## src/rtl/spn_pkg.sv

```systemverilog
// Shared types, constants and round functions of the 16-bit SPN block cipher.
package spn_pkg;

  localparam int BlockWidth = 16;
  localparam int KeyCount = 5;
  localparam int CfgIndexWidth = 3;

  typedef logic [BlockWidth-1:0] block_t;
  typedef logic [CfgIndexWidth-1:0] cfg_index_t;

  localparam cfg_index_t CfgRoundKey0 = 3'd0;
  localparam cfg_index_t CfgRoundKey1 = 3'd1;
  localparam cfg_index_t CfgRoundKey2 = 3'd2;
  localparam cfg_index_t CfgRoundKey3 = 3'd3;
  localparam cfg_index_t CfgFinalKey = 3'd4;

  localparam block_t ResetRoundKey0 = 16'h4354;
  localparam block_t ResetRoundKey1 = 16'h23F3;
  localparam block_t ResetRoundKey2 = 16'h5FEA;
  localparam block_t ResetRoundKey3 = 16'h9812;
  localparam block_t ResetFinalKey = 16'h0808;

  localparam logic [3:0] SBOX [16] = '{
    4'hE, 4'h4, 4'hD, 4'h1, 4'h2, 4'hF, 4'hB, 4'h8,
    4'h3, 4'hA, 4'h6, 4'hC, 4'h5, 4'h9, 4'h0, 4'h7
  };

  function automatic block_t substitute(input block_t v);
    block_t res;
    res = '0;
    for (int n = 0; n < 4; n++) begin
      res[4*n +: 4] = SBOX[v[4*n +: 4]];
    end
    return res;
  endfunction

  // Bit 4*r + c moves to bit 4*c + r.
  function automatic block_t transpose(input block_t v);
    block_t res;
    res = '0;
    for (int r = 0; r < 4; r++) begin
      for (int c = 0; c < 4; c++) begin
        res[4*c + r] = v[4*r + c];
      end
    end
    return res;
  endfunction

endpackage

```

## src/rtl/spn_round.sv

```systemverilog
// One pipeline stage of the cipher: key mixing and nibble substitution, registered.
module spn_round (
  input  logic            clk,
  input  logic            rst,
  input  logic            in_valid,
  output logic            in_ready,
  input  spn_pkg::block_t in_data,
  input  spn_pkg::block_t key,
  output logic            out_valid,
  input  logic            out_ready,
  output spn_pkg::block_t out_data
);
  import spn_pkg::*;

  logic   valid;
  block_t data;

  assign in_ready = !valid || out_ready;
  assign out_valid = valid;
  assign out_data = data;

  always_ff @(posedge clk) begin
    if (rst) begin
      valid <= 1'b0;
    end else if (in_ready) begin
      valid <= in_valid;
    end
  end

  always_ff @(posedge clk) begin
    if (in_ready && in_valid) begin
      data <= substitute(in_data ^ key);
    end
  end

endmodule

```

## src/rtl/spn_block_encrypt_16bit.sv

```systemverilog
// Top level of the pipelined four-round 16-bit SPN block cipher.
// The block encrypts one 16-bit plaintext per request on the s_axis channel
// and delivers the ciphertext on the m_axis channel, in order, one result
// for each request. Five pipeline stages lie between the channels: one for
// each of the four rounds and one for the final key mixing, and a request
// accepted on s_axis passes through all five before it is offered on m_axis.
// With the receiver ready the block takes one request every cycle.
// The five round keys are written through the cfg port (cfg_we, cfg_index,
// cfg_data) and should only change while no request is in flight; writes to
// an index beyond the final key are ignored.
// A synchronous reset empties the pipeline and loads the default keys.
// When the receiver stalls, the result is held on m_axis and the stages
// behind it keep filling; s_axis_tready falls only once every stage holds
// a request, and nothing is lost or repeated.
module spn_block_encrypt_16bit (
  input  logic                     clk,
  input  logic                     rst,
  input  logic                     s_axis_tvalid,
  output logic                     s_axis_tready,
  input  spn_pkg::block_t          s_axis_tdata,  // [15:0] plaintext
  output logic                     m_axis_tvalid,
  input  logic                     m_axis_tready,
  output spn_pkg::block_t          m_axis_tdata,  // [15:0] ciphertext
  input  logic                     cfg_we,
  input  spn_pkg::cfg_index_t      cfg_index,
  input  spn_pkg::block_t          cfg_data
);
  import spn_pkg::*;

  block_t round_key [4];
  block_t final_key;

  always_ff @(posedge clk) begin
    if (rst) begin
      round_key[0] <= ResetRoundKey0;
      round_key[1] <= ResetRoundKey1;
      round_key[2] <= ResetRoundKey2;
      round_key[3] <= ResetRoundKey3;
      final_key    <= ResetFinalKey;
    end else if (cfg_we) begin
      unique case (cfg_index)
        CfgRoundKey0: round_key[0] <= cfg_data;
        CfgRoundKey1: round_key[1] <= cfg_data;
        CfgRoundKey2: round_key[2] <= cfg_data;
        CfgRoundKey3: round_key[3] <= cfg_data;
        CfgFinalKey:  final_key    <= cfg_data;
        default: ;
      endcase
    end
  end

  logic   stage_valid [5];
  logic   stage_ready [5];
  block_t stage_in    [4];
  block_t stage_out   [4];

  assign stage_valid[0] = s_axis_tvalid;
  assign s_axis_tready = stage_ready[0];
  assign stage_in[0] = s_axis_tdata;

  for (genvar g = 0; g < 4; g++) begin : g_round
    spn_round u_round (
      .clk       (clk),
      .rst       (rst),
      .in_valid  (stage_valid[g]),
      .in_ready  (stage_ready[g]),
      .in_data   (stage_in[g]),
      .key       (round_key[g]),
      .out_valid (stage_valid[g+1]),
      .out_ready (stage_ready[g+1]),
      .out_data  (stage_out[g])
    );
    if (g < 3) begin : g_perm
      assign stage_in[g+1] = transpose(stage_out[g]);
    end
  end

  logic   out_valid;
  block_t out_data;

  assign stage_ready[4] = !out_valid || m_axis_tready;

  always_ff @(posedge clk) begin
    if (rst) begin
      out_valid <= 1'b0;
    end else if (stage_ready[4]) begin
      out_valid <= stage_valid[4];
    end
  end

  always_ff @(posedge clk) begin
    if (stage_ready[4] && stage_valid[4]) begin
      out_data <= stage_out[3] ^ final_key;
    end
  end

  assign m_axis_tvalid = out_valid;
  assign m_axis_tdata = out_data;

endmodule

```

## config.mk

```make
export PLATFORM = sky130hd
export DESIGN_NAME = spn_block_encrypt_16bit
export DESIGN_NICKNAME = d
export VERILOG_FILES = /design/src/rtl/spn_pkg.sv /design/src/rtl/spn_round.sv /design/src/rtl/spn_block_encrypt_16bit.sv
export SDC_FILE = /design/constraint.sdc
export NUM_CORES = 1
export LEC_CHECK = 0
export BUFFER_PORTS_ARGS = -buffer_cell sky130_fd_sc_hd__buf_4
export CAP_MARGIN = 20
export CORE_MARGIN = 4
export CORE_UTILIZATION = 62
export CTS_CLUSTER_DIAMETER = 120
export DETAILED_ROUTE_END_ITERATION = 7
export MAX_ROUTING_LAYER = met4
export PLACE_DENSITY = 0.84
export RECOVER_POWER = 25
export SYNTH_ARGS = -nofsm -noshare
export SYNTH_HDL_FRONTEND = slang
export SYNTH_HIERARCHICAL = 1
export SYNTH_SLANG_ARGS = --single-unit
```

## constraint.sdc

```tcl
create_clock -name clk -period 2.5 [get_ports clk]
set_clock_uncertainty 0.15 [all_clocks]
set_input_delay 0 -clock clk [delete_from_list [all_inputs] [get_ports clk]]
set_output_delay 0 -clock clk [all_outputs]
set_load 0.02 [all_outputs]
```

After elaboration in Yosys (flattened, before gate mapping)
Memory sizes are Yosys's and may differ from the RTL's. A register that Yosys moved wholly into a read port is not among the register bits.
Index checks and enable logic that the tools add are counted.

word-level totals
  register bits = 37
  bits in writable memories = 64
  bits in read-only memories = 1024
  input port bits = 40
  output and inout bits = 18
  logic and storage cells = 92
  memories = 17

cells by class
  eq/ne operators = 4
  muxes and demuxes = 22
  bitwise logic cells = 25
  reduce and logical (&&, ||, !) cells = 17

memories
  name              words  width  rd ports  clocked after memory_dff  wr ports  RTL line       text
  (no name shown)   16     4      1         1                         0         spn_pkg.sv:32  res[4*n +: 4] = SBOX[v[4*n +: 4]];
  (no name shown)   16     4      1         1                         0         spn_pkg.sv:32
  (no name shown)   16     4      1         1                         0         spn_pkg.sv:32
  (no name shown)   16     4      1         1                         0         spn_pkg.sv:32
  (no name shown)   16     4      1         1                         0         spn_pkg.sv:32
  (no name shown)   16     4      1         1                         0         spn_pkg.sv:32
  11 more memories  -      -      -         -                         -         -

operator list
  kind                count
  $not 4->5           16
  $xor 16x16->16      5
  $mux 16             4
  $mux 1              18
  $eq 3x2->1 const B  2
  $logic_and 1x1->1   5
  $logic_not 1->1     5
  $logic_or 1x1->1    5
  $or 1x1->1          4
  $eq 3x1->1 const B  1
  $eq 3x3->1 const B  1
  $logic_not 3->1     1
  $reduce_and 2->1    1

Longest topological paths before layout
Gate-level depths: netlist of run 1.

  depth after elaboration = 7
  depth in mapped cells = 6
  depth with buffers taken out = 6

Hierarchy
Netlist of run 1, hierarchy kept.

by module, submodules not included
  module                              times used  cells each  area an instance (sq um)  sequential area each (sq um)
  spn_block_encrypt_16bit             1           271         3873.7                    2742.6
  spn_round (g_round[2].u_round ...)  2           141         1425.1                    500.5
  spn_round (g_round[0].u_round)      1           140         1486.4                    500.5
  spn_round (g_round[1].u_round)      1           141         1386.3                    500.5

Worst setup path before layout of run 1
OpenSTA, ideal clock, no wires.

  path type = reg-to-reg
  start = register out_valid, in the netlist m_axis_tvalid
  end = register g_round[0].u_round.data[0], enable pin
  library setup time = 0.374 ns
  arrival = 1.579 ns
  data required time = 1.976 ns
  slack = 0.397 ns
  stages on the path, launching flop included = 7
  path buffers = 0
  clock period less this slack = 2.103 ns
  cell sequence = dfxtp_1 -> nand2b_1 -> nand2b_1 -> nand2b_1 -> nand2b_1 -> nand2b_1 -> and2_1

RTL lines
  element                 RTL line                       text
  start, declared         spn_block_encrypt_16bit.sv:78  logic out_valid;
  start signal, assigned  spn_block_encrypt_16bit.sv:87  out_valid <= stage_valid[4];
  end, declared           spn_round.sv:16                block_t data;

==> flow_metrics.tcl, run 1 <==
set metrics [dict create \
    status "completed" \
    seq_area_frac_synth 0.4944 \
    synth_top_area_cell "edfxtp_1" \
    crit_arrival_ns 2.61 \
    fin_ws_ns 0.03183 \
    endpoint_kind "register" \
    dieArea_mm2 0.01753 \
    synth.distinct_cells 46 \
    clockBufferDepth 2 \
    clk_latency_ns 0.43 \
    viasPerCell 5.802 \
    path_class "reg2reg" \
    cp_max_fo 6 \
    cp-startpoint "round_key[0][3]" \
    rows 45 \
    power_density_mw_per_mm2 691.0 \
    first_iter_violations 487 \
    dpl_worst_slack_ns 0.3948 \
    syn-num-nets 922 \
    post_synth.cell_area_avg_um2 11.51 \
    core_mm2 0.01520 \
    num_io_pins 58 \
    min_from "s_axis_tdata[3]" \
    async_flop_share 0 \
    tightest_slew_ns 0.9476 \
    grt_pass1_wl_mm 32.18 \
    ys.flop_type "edfxtp_1" \
    synthTopCellsByArea "edfxtp_1 45%, ha_1 6.3%, xor2_1 5.5%, dfxtp_1 4.4%, xnor2_1 3.6%" \
    synth_area_mm2 0.009597 \
    dieHeight_um 132.4 \
    setup_viol 0 \
    start_util 0.6313 \
    gp_congestion 0.9067 \
    grt_use_met3 0.04563 \
    fp.dieW_um 132.4 \
    final.setup.tns_ns 0 \
    cts.sinks 165 \
    grt_pass1_vias 6584 \
    nNetsFinal 1048 \
    drcViolationCount 0 \
    synth_edf_count 144 \
    wl_per_cell_um 17.20 \
    hold_class "in2reg" \
    htreeDepth 4 \
    finalWirelength_mm 19.99 \
    min_period_ns 2.468 \
    leakagePower_nw 4.264 \
    gr-total-overflow 0 \
    required_ns 2.65 \
    globalRouteMet2Util 0.4229 \
    path_clk_slew_ns 0.06 \
    drtAntennaViolNets 0 \
    relSlewSlack 0.3682 \
    yosysWarnings 6 \
    drv_slew 0 \
    max-vdd-ir-drop_v 0.0005860 \
    firstDrtPassIters 5 \
    start_kind "register" \
    timing.fmax_mhz 405.2 \
    busiest_layer "met2" \
    antenna_found_initial 3 \
    ys_ff_latch 165 \
    synth_top_area_frac 0.4506 \
    reg2reg_from "round_key[0][3]" \
    fin_crit_sh 0.9873 \
    finalHoldViolCount 0 \
    port_buffers 57 \
    grt_util_all_layers 0.2391 \
    via_count 6742 \
    cts_tree "yes" \
    hpwl_mm 13.99 \
    drive_gt1_frac 0.1377 \
    syn2layout_area_growth_pct 17.82 \
    nFillCells 979 \
    grt_max_degree 44 \
    root_buffer "clkbuf_16" \
    synthCells 834 \
    cts_made_buffers 17 \
    grt_util_met1 0.2790 \
    maxCapViolCount 0 \
]
flip-flops by register name, summed over array words and instances (netlist names):
| signal | cells |
|---|---|
| final_key | 16 |
| m_axis_tdata | 16 |
| round_key | 64 |
| m_axis_tvalid | 1 |
| g_round.u_round/out_valid | 4 |
| g_round.u_round/out_data | 64 |
synthesized netlist by cell type, drive strengths merged (3+ instances only):
master	instances
dfxtp	21
nor2	28
o221ai	4
nand2	47
xnor2	58
nand3b	3
mux2i	16
a21o	6
o211ai	44
inv	47
and3	12
xor2	78
edfxtp	144
or2	4
ha	48
and2	5
clkbuf	7
nand3	33
nor3	38
o31ai	7
o22ai	24
buf	10
o21ai	30
or3	8
nand2b	35
a21oi	63
o32ai	6
power breakdown:
part	total [mW]	internal [mW]	leakage (nW)	switching (mW)
sequential	3.46	3.30	1.54	0.167
clock	2.41	1.41	0.277	1.00
combinational	1.94	0.814	2.45	1.13
cell usage in the layout (no fill, tap or decap), types with 3 or more instances in the layout:
| master | netlist | final |
|---|---|---|
| a21o_1 | 6 | 6 |
| a21oi_1 | 63 | 63 |
| and2_1 | 5 | 4 |
| and3_1 | 12 | 12 |
| buf_4 | 1 | 48 |
| clkbuf_1 | 7 | 23 |
| clkbuf_16 | 0 | 18 |
| clkbuf_8 | 0 | 3 |
| clkinv_2 | 0 | 3 |
| dfxtp_1 | 21 | 21 |
| dlygate4sd3_1 | 0 | 56 |
| edfxtp_1 | 144 | 144 |
| ha_1 | 48 | 48 |
| inv_1 | 38 | 37 |
| inv_2 | 9 | 10 |
| inv_4 | 0 | 3 |
| mux2i_1 | 16 | 16 |
| nand2_1 | 47 | 47 |
| nand2b_1 | 35 | 35 |
| nand3_1 | 33 | 33 |
| nand3b_1 | 3 | 3 |
| nor2_1 | 28 | 28 |
| nor3_1 | 37 | 37 |
| o211ai_1 | 44 | 44 |
| o21ai_0 | 30 | 30 |
| o221ai_1 | 4 | 4 |
| o22ai_1 | 23 | 23 |
| o31ai_1 | 7 | 7 |
| o32ai_2 | 5 | 5 |
| or3_1 | 8 | 8 |
| xnor2_1 | 39 | 39 |
| xnor2_2 | 17 | 15 |
| xnor2_4 | 2 | 4 |
| xor2_1 | 60 | 60 |
| xor2_2 | 18 | 17 |
worst paths after layout:
kind                                                  endpoint  slack, ns  depth (start not counted)
worst min register to register    g_round[2].u_round/out_valid       0.30                          2
worst max-delay path            g_round[0].u_round/out_data[0]       0.03                          5
worst min-delay path            g_round[0].u_round/out_data[3]       0.02                          5
worst max register to register  g_round[0].u_round/out_data[0]       0.03                          5
per-stage QoR:
| stage | hold slack (ns) | instance area [um2] | utilization | total power [mW] | instances |
|---|---|---|---|---|---|
| after CTS | 0.00003214 | 11350 | 0.7465 | 7.817 | 1160 |
| after detailed placement | 0.1025 | 10240 | 0.6735 | 5.335 | 1072 |
| after global placement | 0.09759 | 10240 | 0.6735 | 5.258 | 1072 |
| final | 0.02257 | 11310 | 0.7438 | 7.814 | 1162 |
| after floorplan | -0.08093 | 9597 | - | 4.879 | 834 |
| after global routing | 0.04484 | 11310 | 0.7438 | 8.214 | 1162 |
routing by layer:
layer / wire [um] / up-vias / part of all wire
li1: - / 3300 / -
met1: 8173 / 3227 / 0.41
met2: 10470 / 186 / 0.52
met3: 953 / 29 / 0.048
met4: 388 / 0 / 0.019
met5: 0 / - / 0
critical path: stages (launching register included):
cell and delay, ns:
edfxtp_1 0.49, xnor2_4 0.28, nand2_1 0.08, dlygate4sd3_1 0.57
a31oi_1 0.20, dlygate4sd3_1 0.57
timing repair:
action | 4_1_cts | 5_1_grt
hold endpoints to repair | 97 | 0
setup buffers | 0 | 1
setup endpoints to repair | 0 | 3
resized for setup | 0 | 4
hold buffers | 56 | 0
cell type report:
class                   count  area, um2  share of cell area
diodes                      1      2.502           0.0002213
clock buffers              25      506.7             0.04482
clock inverters             7      42.54            0.003762
inverters                  47      176.4             0.01560
multi-input cells         605       4602              0.4070
flip-flops and latches    165       4745              0.4196
well taps                 188      235.2             0.02080
repair buffers            124      997.2             0.08819
kinds of logic after synthesis:
kind of cell             share of synthesized area
buffers and inverters                      0.03064
adder cells (fa/ha/maj)                    0.06258
AO/OA/AOI/OAI                               0.1240
AND/OR/NAND/NOR                             0.1163
XOR/XNOR                                    0.1554
flip-flops                                  0.4944
multiplexers                               0.01669
Power figures use the tool's default switching activity.
==> run 2, diff against run 1 <==
--- a/config.mk
+++ b/config.mk
@@ -8,13 +8,12 @@
 export BUFFER_PORTS_ARGS = -buffer_cell sky130_fd_sc_hd__buf_4
 export CAP_MARGIN = 20
 export CORE_MARGIN = 4
-export CORE_UTILIZATION = 62
+export CORE_UTILIZATION = 55
 export CTS_CLUSTER_DIAMETER = 120
 export DETAILED_ROUTE_END_ITERATION = 7
 export MAX_ROUTING_LAYER = met4
-export PLACE_DENSITY = 0.84
+export PLACE_DENSITY = 0.79
 export RECOVER_POWER = 25
 export SYNTH_ARGS = -nofsm -noshare
 export SYNTH_HDL_FRONTEND = slang
-export SYNTH_HIERARCHICAL = 1
 export SYNTH_SLANG_ARGS = --single-unit
==> constraint.sdc (replaced) <==
create_clock -name clk -period 2.08 [get_ports clk]
set_clock_uncertainty 0.15 [all_clocks]
set_input_delay 0 -clock clk [delete_from_list [all_inputs] [get_ports clk]]
set_output_delay 0 -clock clk [all_outputs]
set_load 0.02 [all_outputs]
==> flow_metrics.tcl, run 2 <==
set metrics [dict create \
    status "completed" \
    synth.distinct_cells 50 \
    r2r.worst_path.cells 5 \
    required_ns 2.29 \
    clk_latency_ns 0.42 \
    top_regs "g_round.u_round.out_data x64, round_key x64" \
    synth_common_cells "144 x edfxtp_1, 79 x nand2_1, 59 x xor2_1" \
    crit_slowest_cell "dlygate4sd3_1" \
    via_count 6421 \
    seq_area_frac_synth 0.5401 \
    fp.dieW_um 134.4 \
    start_util 0.5694 \
    rsz0062_at_grt "false" \
    htreeDepth 4 \
    dieHeight_um 134.4 \
    path_clk_slew_ns 0.06 \
    cts_tree "yes" \
    drv_slew 0 \
    grt_pass1_wl_mm 32.09 \
    power_density_mw_per_mm2 891.5 \
    syn2layout_area_growth_pct 21.38 \
    synthTopCellsByArea "edfxtp_1 49%, xor2_1 5.9%, xnor2_1 5.3%, dfxtp_1 4.8%, ha_1 4.3%" \
    min_period_ns 1.974 \
    leakagePower_nw 4.087 \
    path_class "reg2reg" \
    cts.sinks 165 \
    grt_pass1_vias 6543 \
    num_io_pins 58 \
    dpl-instance-area_mm2 0.009689 \
    antenna_cells 0 \
    cts_made_buffers 17 \
    min_from "s_axis_tdata[4]" \
    synth_area_mm2 0.008785 \
    clockBufferDepth 2 \
    port_buffers 57 \
    synthCells 770 \
    multi_input_area_mm2 0.003904 \
    nFillCells 1094 \
    finalWirelength_mm 19.57 \
    final-seq-area_mm2 0.004745 \
    grt_util_all_layers 0.2315 \
    whs_path_depth 4 \
    dieArea_mm2 0.01806 \
    cp_max_fo 4 \
    rows 45 \
    final.setup.tns_ns 0 \
    worst-path-buf-inv 1 \
    viasPerCell 5.647 \
    fin_crit_sh 0.9492 \
    drtAntennaViolNets 0 \
    post_synth.cell_area_avg_um2 11.41 \
    max-vdd-ir-drop_v 0.0006931 \
    start_kind "register" \
    final_common_cell "edfxtp_1" \
    hpwl_mm 13.98 \
    antenna_found_initial 1 \
    reg2reg_from "m_axis_tvalid" \
    endpoint_kind "register" \
    first_iter_violations 512 \
    mostFrequentLayoutCells "144 x edfxtp_1, 79 x nand2_1, 70 x buf_4, 59 x xor2_1, 53 x xnor2_1" \
    maxCapViolCount 0 \
    nNetsFinal 983 \
    r2r_slack_ns 0.11 \
    core_mm2 0.01543 \
    gr-total-overflow 0 \
    holdPathEnd "g_round[0].u_round.out_data[5]" \
    timing.fmax_mhz 506.5 \
    synth_top_area_cell "edfxtp_1" \
    path_cells "nor2b_1 > and3_1 > nand3_1 > a21oi_1 > dlygate4sd3_1" \
    hold_class "in2reg" \
    syn-num-nets 840 \
    synth_top_area_frac 0.4922 \
    wl_per_cell_um 17.21 \
    design_area_mm2 0.01066 \
    drive_gt1_frac 0.1447 \
    finalHoldViolCount 0 \
    async_flop_share 0 \
    whs_ns 0.02302 \
    firstDrtPassIters 5 \
    postCtsSetupBuffers 0 \
    grt_max_degree 27 \
    root_buffer "clkbuf_16" \
    power_mw 9.506 \
    setup_viol 0 \
    yosys.cell_count.top_type "edfxtp_1" \
    utilization 0.6912 \
    crit_arrival_ns 2.18 \
    ys.flop_type "edfxtp_1" \
    ys_ff_latch 165 \
    synth_edf_count 144 \
    cp_top_family "simple AND/OR/NAND/NOR gates" \
    gp_congestion 0.8777 \
    worstReg2RegEnd "g_round[0].u_round.out_valid" \
    drcViolationCount 0 \
    relSlewSlack 0.4114 \
    cp_slowest_stage_delay_ns 0.59 \
    yosysWarnings 0 \
    tightest_slew_ns 0.8829 \
]
-- run 2: cells by family (layout without fill, tap and decap cells) --
kind of cell               after synthesis  in the layout  share of synthesized area
adders and majority gates               30             30                    0.04273
DFF                                    165            165                     0.5401
buffers and inverters                   39            195                    0.01738
and+or+nand+nor                        245            245                     0.1364
xor gates and xnor gates               130            130                     0.1450
AOI/OAI and AO/OA                      161            161                     0.1184
-- run 2: worst reg2reg max path, cell delays in order, from the launching register on --
cell,delay [ns]
dfxtp_1,0.33
nor2b_1,0.29
and3_1,0.26
nand3_1,0.12
a21oi_1,0.17
dlygate4sd3_1,0.59
-- run 2: per-layer routing --
layer  global-route usage  share of wire  wire length [um]  vias up
met5                    -              0                 0        -
met2               0.4148           0.54             10480      201
met1               0.2595           0.39              7610     3104
li1                     -              -                 -     3076
met3              0.04801          0.053              1038       40
met4              0.07296          0.022               437        0
-- run 2: worst max path at each step --
stage | from | endpoint | cells past startpoint
after floorplan | m_axis_tvalid | g_round[3].u_round.out_data[0] | 3
after global placement | round_key[2][4] | g_round[2].u_round.out_data[4] | 4
after detailed placement | round_key[3][12] | g_round[3].u_round.out_data[12] | 4
after CTS | round_key[0][4] | g_round[0].u_round.out_data[4] | 5
after global routing | round_key[2][4] | g_round[2].u_round.out_data[4] | 4
final | m_axis_tvalid | g_round[0].u_round.out_valid | 5
-- run 2: report_power, final --
group,total [mW],internal (mW),switching (mW),leakage [nW]
sequential,4.14,3.97,0.164,1.54
clock,3.06,1.83,1.24,0.294
combinational,2.31,0.983,1.32,2.25
total,9.51,6.78,2.72,4.09
-- run 2: repair_timing --
item                                    CTS  global route
hold buffers                             46             0
hold endpoints to repair                 97             0
resized for setup                         0             0
endpoints found under the setup margin    0             0
-- run 2: area by class of cell --
class,instances,area share
flip-flops and latches,165,0.4450
multi-input cells,566,0.3661
repair buffers,136,0.09962
clock buffers,25,0.05151
well taps,211,0.02476
inverters,27,0.009505
clock inverters,7,0.003520
-- run 2: through the flow --
| step | setup WS (ns) | std cells |
|---|---|---|
| detailed placement | 0.2014 | 1059 |
| global route | 0.05943 | 1137 |
| floorplan | 0.02263 | 770 |
| CTS | 0.1645 | 1137 |
| global placement | 0.2688 | 1059 |
| finish | 0.1056 | 1137 |
